### config.mk
export PLATFORM = sky130hd
export DESIGN_NAME = rtes_ram
export DESIGN_NICKNAME = d
export VERILOG_FILES = /design/src/rtes_ram.sv
export SDC_FILE = /design/constraint.sdc
export NUM_CORES = 1
export LEC_CHECK = 0
export ABC_CLOCK_PERIOD_IN_PS = 1800
export BUFFER_PORTS_ARGS = -buffer_cell sky130_fd_sc_hd__buf_4
export CORE_MARGIN = 8
export CORE_UTILIZATION = 24
export CTS_CLUSTER_DIAMETER = 60
export DETAILED_ROUTE_END_ITERATION = 16
export GPL_TIMING_DRIVEN = 1
export SYNTH_ARGS = -nofsm -noshare
export SYNTH_HDL_FRONTEND = slang
export SYNTH_SLANG_ARGS = --single-unit
### constraint.sdc
create_clock -name clk -period 1.8 [get_ports clk]
set_input_delay 0.09 -clock clk [delete_from_list [all_inputs] [get_ports clk]]
set_output_delay 0.09 -clock clk [all_outputs]
set_load 0.03 [all_outputs]
### src/rtes_ram.sv
// Generic single-port-write, single-port-read RAM with registered read data.
// No dependencies.
module rtes_ram #(
	parameter int WIDTH = 8,
	parameter int DEPTH = 64,
	parameter int AW    = (DEPTH > 1) ? $clog2(DEPTH) : 1
) (
	input  logic             clk,
	input  logic             we,
	input  logic [AW-1:0]    waddr,
	input  logic [WIDTH-1:0] wdata,
	input  logic [AW-1:0]    raddr,
	output logic [WIDTH-1:0] rdata
);
	logic [WIDTH-1:0] mem [DEPTH];

	always_ff @(posedge clk) begin
		if (we) begin
			mem[waddr] <= wdata;
		end
		rdata <= mem[raddr];
	end
endmodule

# Word level (Yosys, flattened, before mapping)
# Memory sizes are Yosys's and may differ from the RTL's. A register that Yosys moved wholly into a read port is not among the register bits.
# Index checks and enable logic that the tools add are counted.
# classes
mux	2
# ops
cell	n
2-to-1 mux 1 bit	2
# totals
regBits	0
mem_bits_rw	512
inputBits	22
out_inout_bits	8
word_cells	3
memories	1
# mem_list
name	depth	word_bits	read_ports	rd_ports_with_merged_regs	wr	line	rtl
mem	64	8	1	1	1	15	logic [WIDTH-1:0] mem [DEPTH];

# Depth between registers and ports, before layout
# Gate-level depths: netlist of the first run.
# logic_depth
ltp_word	2
mapped_depth	9
mapped_depth_nobuf	5

# Least setup slack after synthesis of the first run
# OpenSTA, ideal clock, no wires.
# synth_path
path_kind	input to register
from	in raddr[1]
to	reg rdata[3], read port of mem
setup_time_ns	0.128
t_arrival_ns	1.630
required_time_ns	1.672
slack_ns	0.042
cell_stages	7
n_path_buf	3
cell_sequence	buf_4 buf_2 buf_2 mux4_2 mux4_2 o21ai_1 o41ai_1
# synth_rtl
element	line	rtl
start, declared	12	input logic [AW-1:0] raddr,
end, declared	13	output logic [WIDTH-1:0] rdata

==> reports/metrics.cfg, run 1 <==
[synthesis]
synth_top_cell_by_area = edfxtp_1
ys_async_sr_fraction = 0
post_synthesis_sequential_area_ratio = 0.770
synth.lib_cells_used.distinct = 40
synth_xor_xnor_area_share = 0
synthCells = 940
synth_area_per_cell_um2 = 21.5
post_synthesis_simple_gate_area_fraction = 0.0339
postSynthRegisterBits = 520
synth_edf_count = 512
synth_mux_area_frac = 0.159
synth_top_family_by_area = multiplexers
syn-cell-area_um2 = 20200
synthTopCellsByArea = edfxtp_1, mux4_2, nor2_1
synth-compound-area-share = 0.0207
postSynthNetCount = 962
yosysWarningCount = 0
post-synth-top-area-fraction = 0.762
synth_adder_area_share = 0
synthFlopType = edfxtp_1

[pwr]
vdd_drop_max_uv = 604
cellLeakagePower_nw = 7.86
p_int_mw = 20.5
power.share.sequential = 0.518
pwr-share-comb = 0.060
p_switching_mw = 5.42
clock_share_of_power = 0.422
fin_total_pwr_mw = 26.0
power_switching_share = 0.209
power.density_cell_area_nw_per_um2 = 1050

[die]
die_width_um = 306
die_area_um2 = 93600
initial_core_util = 0.242
core.rowCount = 106
floorplan.io_pins = 30
core_um2 = 83400
chipHeight_um = 306

[timing]
timing.max_slew.rel_slack = 0.476
setup_viol = 7
hold-worst-slack_ns = 0.0599
tightestPinTransition_ns = 0.787
period_needed_ns = 1.91
final_max_slew_viol_count = 0
final.period_utilization = 1.06
fmax_ghz = 0.525
rsz0062_at_grt = yes
timing_hold_violations_final = 0
fin_ws_ns = -0.106
worst_clock_skew_ns = 0.0159

[clock_tree]
clock_insertion_delay_worst_skew_ns = 0.59
cts.sinks = 520
clk_transition_reported_paths_ns = 0.06
cts_max_path_buffers = 3
postCtsSetupBuffers = 0
clock_tree.htree_level_count = 2
cts_root_buf = clkbuf_16
cts_buffers = 51
tritoncts = done

[place]
routabilityCongestion = 0.802
port-buffer-count = 29
dpl_worst_slack_ns = -0.535
dpl.hpwl_um = 31900

[critical_path]
setup_crit_start_kind = register
crit_required_ns = 2.27
path_class = register to register
worst_setup_path_startpoint = mem[21][6]$_DFFE_PP_
maximum_fanout_encountered_on_the_critical_timing_path = 1
endpoint_kind = register
worstPathArrival_ns = 2.37
crit-reg2reg-launch = mem[21][6]$_DFFE_PP_

[final_layout]
post_route_cells_drive_above_1_share = 0.361
nNetsFinal = 1153
diodes = 0
num-fill-cells = 7978
layout_commonest_cell = edfxtp_1
layout_common_cells = edfxtp_1, buf_4, mux4_2
multi_input_area_um2 = 4510
ff_latch_area_um2 = 15500
flow.area_growth_from_synthesis_pct = 22.5

[global_routing]
grt_pass1_vias = 10600
globalRoute.totalOverflow = 0
track_usage = 0.102
grt_start_max_net_pins = 65
grt_pass1_wl_um = 72000
number_of_antenna_violations_at_the_first_check_in_global_routing = 3

[job]
drv_cap = 0

[routing]
route.detailed.drc = 0
dr.pass1.iters = 5
wl_per_cell_um = 21.6
num_vias = 10000
routed_wl_um = 48600
avgViaCountPerCell = 4.45
drtAntennaViolNets = 0
drtIter0Drc = 1038

[status]
run_status = finished with violations
failed_checks = setup timing

[worst_hold_path]
worstHoldPathType = input port to register
min-delay-start = waddr[2]

-- kinds of logic (layout without fill, tap and decap cells) --
family | Yosys count | after routing
AO/OA/AOI/OAI | 54 | 54
buffers and inverters | 51 | 284
flip-flops | 520 | 520
multiplexers | 162 | 162
AND/OR/NAND/NOR | 153 | 153
-- through the flow --
stage | TNS (ns) | area, um2 | cells | util
final | -0.540 | 24700 | 2253 | 0.296
after floorplan | 0 | 20200 | 940 | -
after global placement | -3.43 | 22700 | 2156 | 0.273
after detailed placement | -3.52 | 22700 | 2156 | 0.273
after global routing | -0.805 | 24700 | 2253 | 0.296
after CTS | -0.644 | 24600 | 2254 | 0.295
-- final timing paths --
| kind | end | slack, ns | depth (start not counted) |
|---|---|---|---|
| setup reg to reg | rdata[6]$_DFF_P_ | -0.11 | 6 |
| setup / recovery | rdata[6]$_DFF_P_ | -0.11 | 6 |
| hold reg to reg | rdata[7]$_DFF_P_ | 0.88 | 4 |
| hold / removal | mem[48][2]$_DFFE_PP_ | 0.06 | 3 |
-- timing repair --
action | in CTS | in global routing
endpoints found under the hold margin | 95 | 0
hold buffers | 4 | 0
endpoints found under the setup margin | 8 | 8
gates resized for setup | 22 | 16
pin swaps | 4 | 4
-- synthesized netlist by cell type, drive strengths merged, types with 4 or more instances --
cell type,n
nor2b,14
nor2,83
o22ai,8
nand2b,7
a211oi,4
mux4,126
o221ai,8
clkbuf,17
nor3,7
dfxtp,8
mux2i,23
mux2,13
buf,34
o21ai,4
a221oi,6
edfxtp,512
nand2,19
nand3,13
-- state kept, by name (all words and copies together), names as in the netlist --
register	cells
mem	512
rdata	8
-- area by class of cell --
type	count	area share
Sequential cell	520	0.629
Multi-Input combinational cell	369	0.183
Timing Repair Buffer	189	0.0635
Clock buffer	69	0.0586
Tap cell	1080	0.0547
Clock inverter	26	0.0118
-- layer usage --
metal	track usage	wire, um	part of all wire
met1	0.138	21200	0.44
met2	0.161	22700	0.47
met3	0.0277	3600	0.074
met4	0.0295	1060	0.022
met5	0	27	0.00056
-- power groups by stage --
| stage | sequential, mW | clock (mW) | combinational [mW] |
|---|---|---|---|
| after floorplan | 13.7 | 0 | 0.714 |
| after global placement | 13.7 | 0 | 1.47 |
| after detailed placement | 13.7 | 0 | 1.49 |
| after CTS | 13.4 | 11.2 | 1.54 |
| after global routing | 13.4 | 11.7 | 1.65 |
| final | 13.4 | 11.0 | 1.55 |
-- worst max-delay path, stage by stage, from the launching register on --
cell      delay (ns)
edfxtp_1        0.36
mux4_2          0.50
mux2_4          0.29
o221a_4         0.28
nor3_4          0.12
buf_6           0.14
o32ai_2         0.08
Note: power is estimated with default switching activity, not from simulation.
==> run 2: changes to the inputs <==
--- a/config.mk
+++ b/config.mk
@@ -12,6 +12,7 @@
 export CTS_CLUSTER_DIAMETER = 60
 export DETAILED_ROUTE_END_ITERATION = 16
 export GPL_TIMING_DRIVEN = 1
+export MAX_ROUTING_LAYER = met4
 export SYNTH_ARGS = -nofsm -noshare
 export SYNTH_HDL_FRONTEND = slang
 export SYNTH_SLANG_ARGS = --single-unit
==> run 2 against run 1 <==
Net effect: the flow still finishes with violations (setup timing); clock power about the same; critical path depth unchanged; routed wire length fell by 0.36%; hold slack lost 0.0025 ns; first-iteration DRC count increased by 3.6%; critical path type unchanged; largest power group unchanged; highest routed layer is now met4.
==> reports/metrics.cfg, run 2 (synthesized netlist as in run 1, its figures left out) <==
[critical_path]
endpoint_kind = register  ; unchanged
crit-reg2reg-launch = mem[21][6]$_DFFE_PP_  ; unchanged
worst_r2r_path_depth = 6  ; unchanged
crit_slowest_cell = mux4_2  ; unchanged
path_buf_inv = 1  ; unchanged
timing.critical_path.max_delay_family = multiplexers  ; unchanged
worst_r2r_dst = rdata[6]$_DFF_P_  ; unchanged
path_class = register to register  ; unchanged
timing.critical_path.depth = 6  ; unchanged
crit_required_ns = 2.27  ; about the same
crit_chain = mux4_2 -> mux2_4 -> o221a_4 -> nor3_4 -> buf_6 -> o32ai_2  ; unchanged
setup_crit_start_kind = register  ; unchanged
largest_incremental_delay_on_the_critical_path_ns = 0.50  ; about the same
worstPathArrival_ns = 2.37  ; about the same
worst_setup_slack_for_register_to_register_paths_ns = -0.11  ; about the same
maximum_fanout_encountered_on_the_critical_timing_path = 1  ; unchanged

[timing]
final.period_utilization = 1.06  ; about the same
final_max_slew_viol_count = 0  ; unchanged
period_needed_ns = 1.91  ; about the same
timing_hold_violations_final = 0  ; unchanged
rsz0062_at_grt = yes  ; unchanged
fmax_ghz = 0.524  ; was 0.525 GHz
setup_viol = 7  ; unchanged
timing.max_slew.rel_slack = 0.478  ; was 0.476
fin_ws_ns = -0.107  ; was -0.106 ns
tightestPinTransition_ns = 0.783  ; was 0.787 ns
hold-worst-slack_ns = 0.0574  ; was 0.0599 ns
worst_clock_skew_ns = 0.0184  ; was 0.0159 ns

[die]
die_area_um2 = 93600  ; unchanged
chipHeight_um = 306  ; unchanged
core.rowCount = 106  ; unchanged
core_um2 = 83400  ; unchanged
floorplan.io_pins = 30  ; unchanged
initial_core_util = 0.242  ; unchanged
die_width_um = 306  ; unchanged

[routing]
num_vias = 9967  ; was 10000
route.detailed.drc = 0  ; unchanged
routed_wl_um = 48400  ; was 48600 um
wl_per_cell_um = 21.5  ; was 21.6 um
drtIter0Drc = 1075  ; was 1038
drtAntennaViolNets = 0  ; unchanged
avgViaCountPerCell = 4.42  ; was 4.45
dr.pass1.iters = 6  ; was 5

[final_layout]
largest_register_ffs = 512  ; unchanged
layout_commonest_cell = edfxtp_1  ; unchanged
nNetsFinal = 1153  ; unchanged
biggestRegsByFlops = mem (512), rdata (8)  ; unchanged
flow.area_growth_from_synthesis_pct = 22.5  ; about the same
layout_common_cells = edfxtp_1, buf_4, mux4_2  ; unchanged
post_route_cells_drive_above_1_share = 0.361  ; unchanged
multi_input_area_um2 = 4510  ; unchanged
ff_latch_area_um2 = 15500  ; unchanged
largest_register = mem  ; unchanged
num-fill-cells = 7978  ; unchanged
final_cells = 2255  ; was 2253

[global_routing]
number_of_antenna_violations_at_the_first_check_in_global_routing = 2  ; was 3
grt_start_max_net_pins = 65  ; unchanged
track_usage = 0.105  ; was 0.102
grt_pass1_vias = 10500  ; was 10600
grt_pass1_wl_um = 71900  ; was 72000 um
globalRoute.totalOverflow = 0  ; unchanged

[clock_tree]
cts_buffers = 51  ; unchanged
clk_transition_reported_paths_ns = 0.06  ; about the same
clock_insertion_delay_worst_skew_ns = 0.59  ; about the same
cts_root_buf = clkbuf_16  ; unchanged
cts.sinks = 520  ; unchanged
clock_tree.htree_level_count = 2  ; unchanged
postCtsSetupBuffers = 0  ; unchanged
tritoncts = done  ; unchanged
cts_max_path_buffers = 3  ; unchanged

[job]
drv_cap = 0  ; unchanged

[status]
run_status = finished with violations  ; unchanged
failed_checks = setup timing  ; unchanged

[worst_hold_path]
worstHoldPathCells = 3  ; unchanged
min-delay-start = waddr[1]  ; was waddr[2]
worstHoldPathType = input port to register  ; unchanged
hold_end = mem[48][2]$_DFFE_PP_  ; unchanged

[place]
routabilityCongestion = 0.814  ; was 0.802
placed_cells = 2156  ; unchanged
dpl_worst_slack_ns = -0.535  ; unchanged
port-buffer-count = 29  ; unchanged
dpl.hpwl_um = 31900  ; unchanged

[pwr]
cellLeakagePower_nw = 7.86  ; about the same
power.density_cell_area_nw_per_um2 = 1050  ; about the same
vdd_drop_max_uv = 603  ; was 604 uV

-- run 2: report_power, final --
group | switching [mW] | internal, mW
registers | 0.0482 | 13.4
logic | 0.901 | 0.646
clock network | 4.44 | 6.50
-- run 2: worst max-delay path by stage --
stage,start,endpoint,slack [ns]
final,mem[21][6]$_DFFE_PP_,rdata[6]$_DFF_P_,-0.11
after global routing,mem[21][6]$_DFFE_PP_,rdata[6]$_DFF_P_,-0.17
after CTS,mem[21][6]$_DFFE_PP_,rdata[6]$_DFF_P_,-0.13
after detailed placement,raddr[0],rdata[3]$_DFF_P_,-0.54
after global placement,raddr[0],rdata[3]$_DFF_P_,-0.51
after floorplan,raddr[1],rdata[3]$_DFF_P_,0.04
-- run 2: layer usage --
| metal | track usage | share of wire |
|---|---|---|
| met1 | 0.139 | 0.44 |
| met2 | 0.161 | 0.47 |
| met3 | 0.0267 | 0.077 |
| met4 | 0.0295 | 0.022 |
| met5 | - | 0 |
-- run 2: area by class of cell --
cell class,instances,area share
sequential,520,0.629
multi-input combinational,369,0.183
timing repair buffer,189,0.0635
clock buffer,69,0.0585
tap,1080,0.0547
clock inverter,26,0.0118
antenna,2,0.000203
-- run 2: timing repair --
action                                  4_1_cts  5_1_grt
pin swaps                                     4        4
hold buffers                                  4        0
resized for setup                            22       16
endpoints found under the hold margin        95        0
endpoints found under the setup margin        8        8
-- run 2: stage by stage --
step	instance area [um2]	total power [mW]	setup TNS [ns]	utilization
detailed placement	22700	15.2	-3.52	0.273
CTS	24600	26.2	-0.644	0.295
global route	24700	26.8	-0.814	0.296
floorplan	20200	14.4	0	-
global placement	22700	15.2	-3.43	0.273
finish	24700	25.9	-0.497	0.296
-- run 2: worst min-delay path: stages --
cell	delay [ns]
buf_4	0.15
nor3_1	0.09
buf_4	0.15
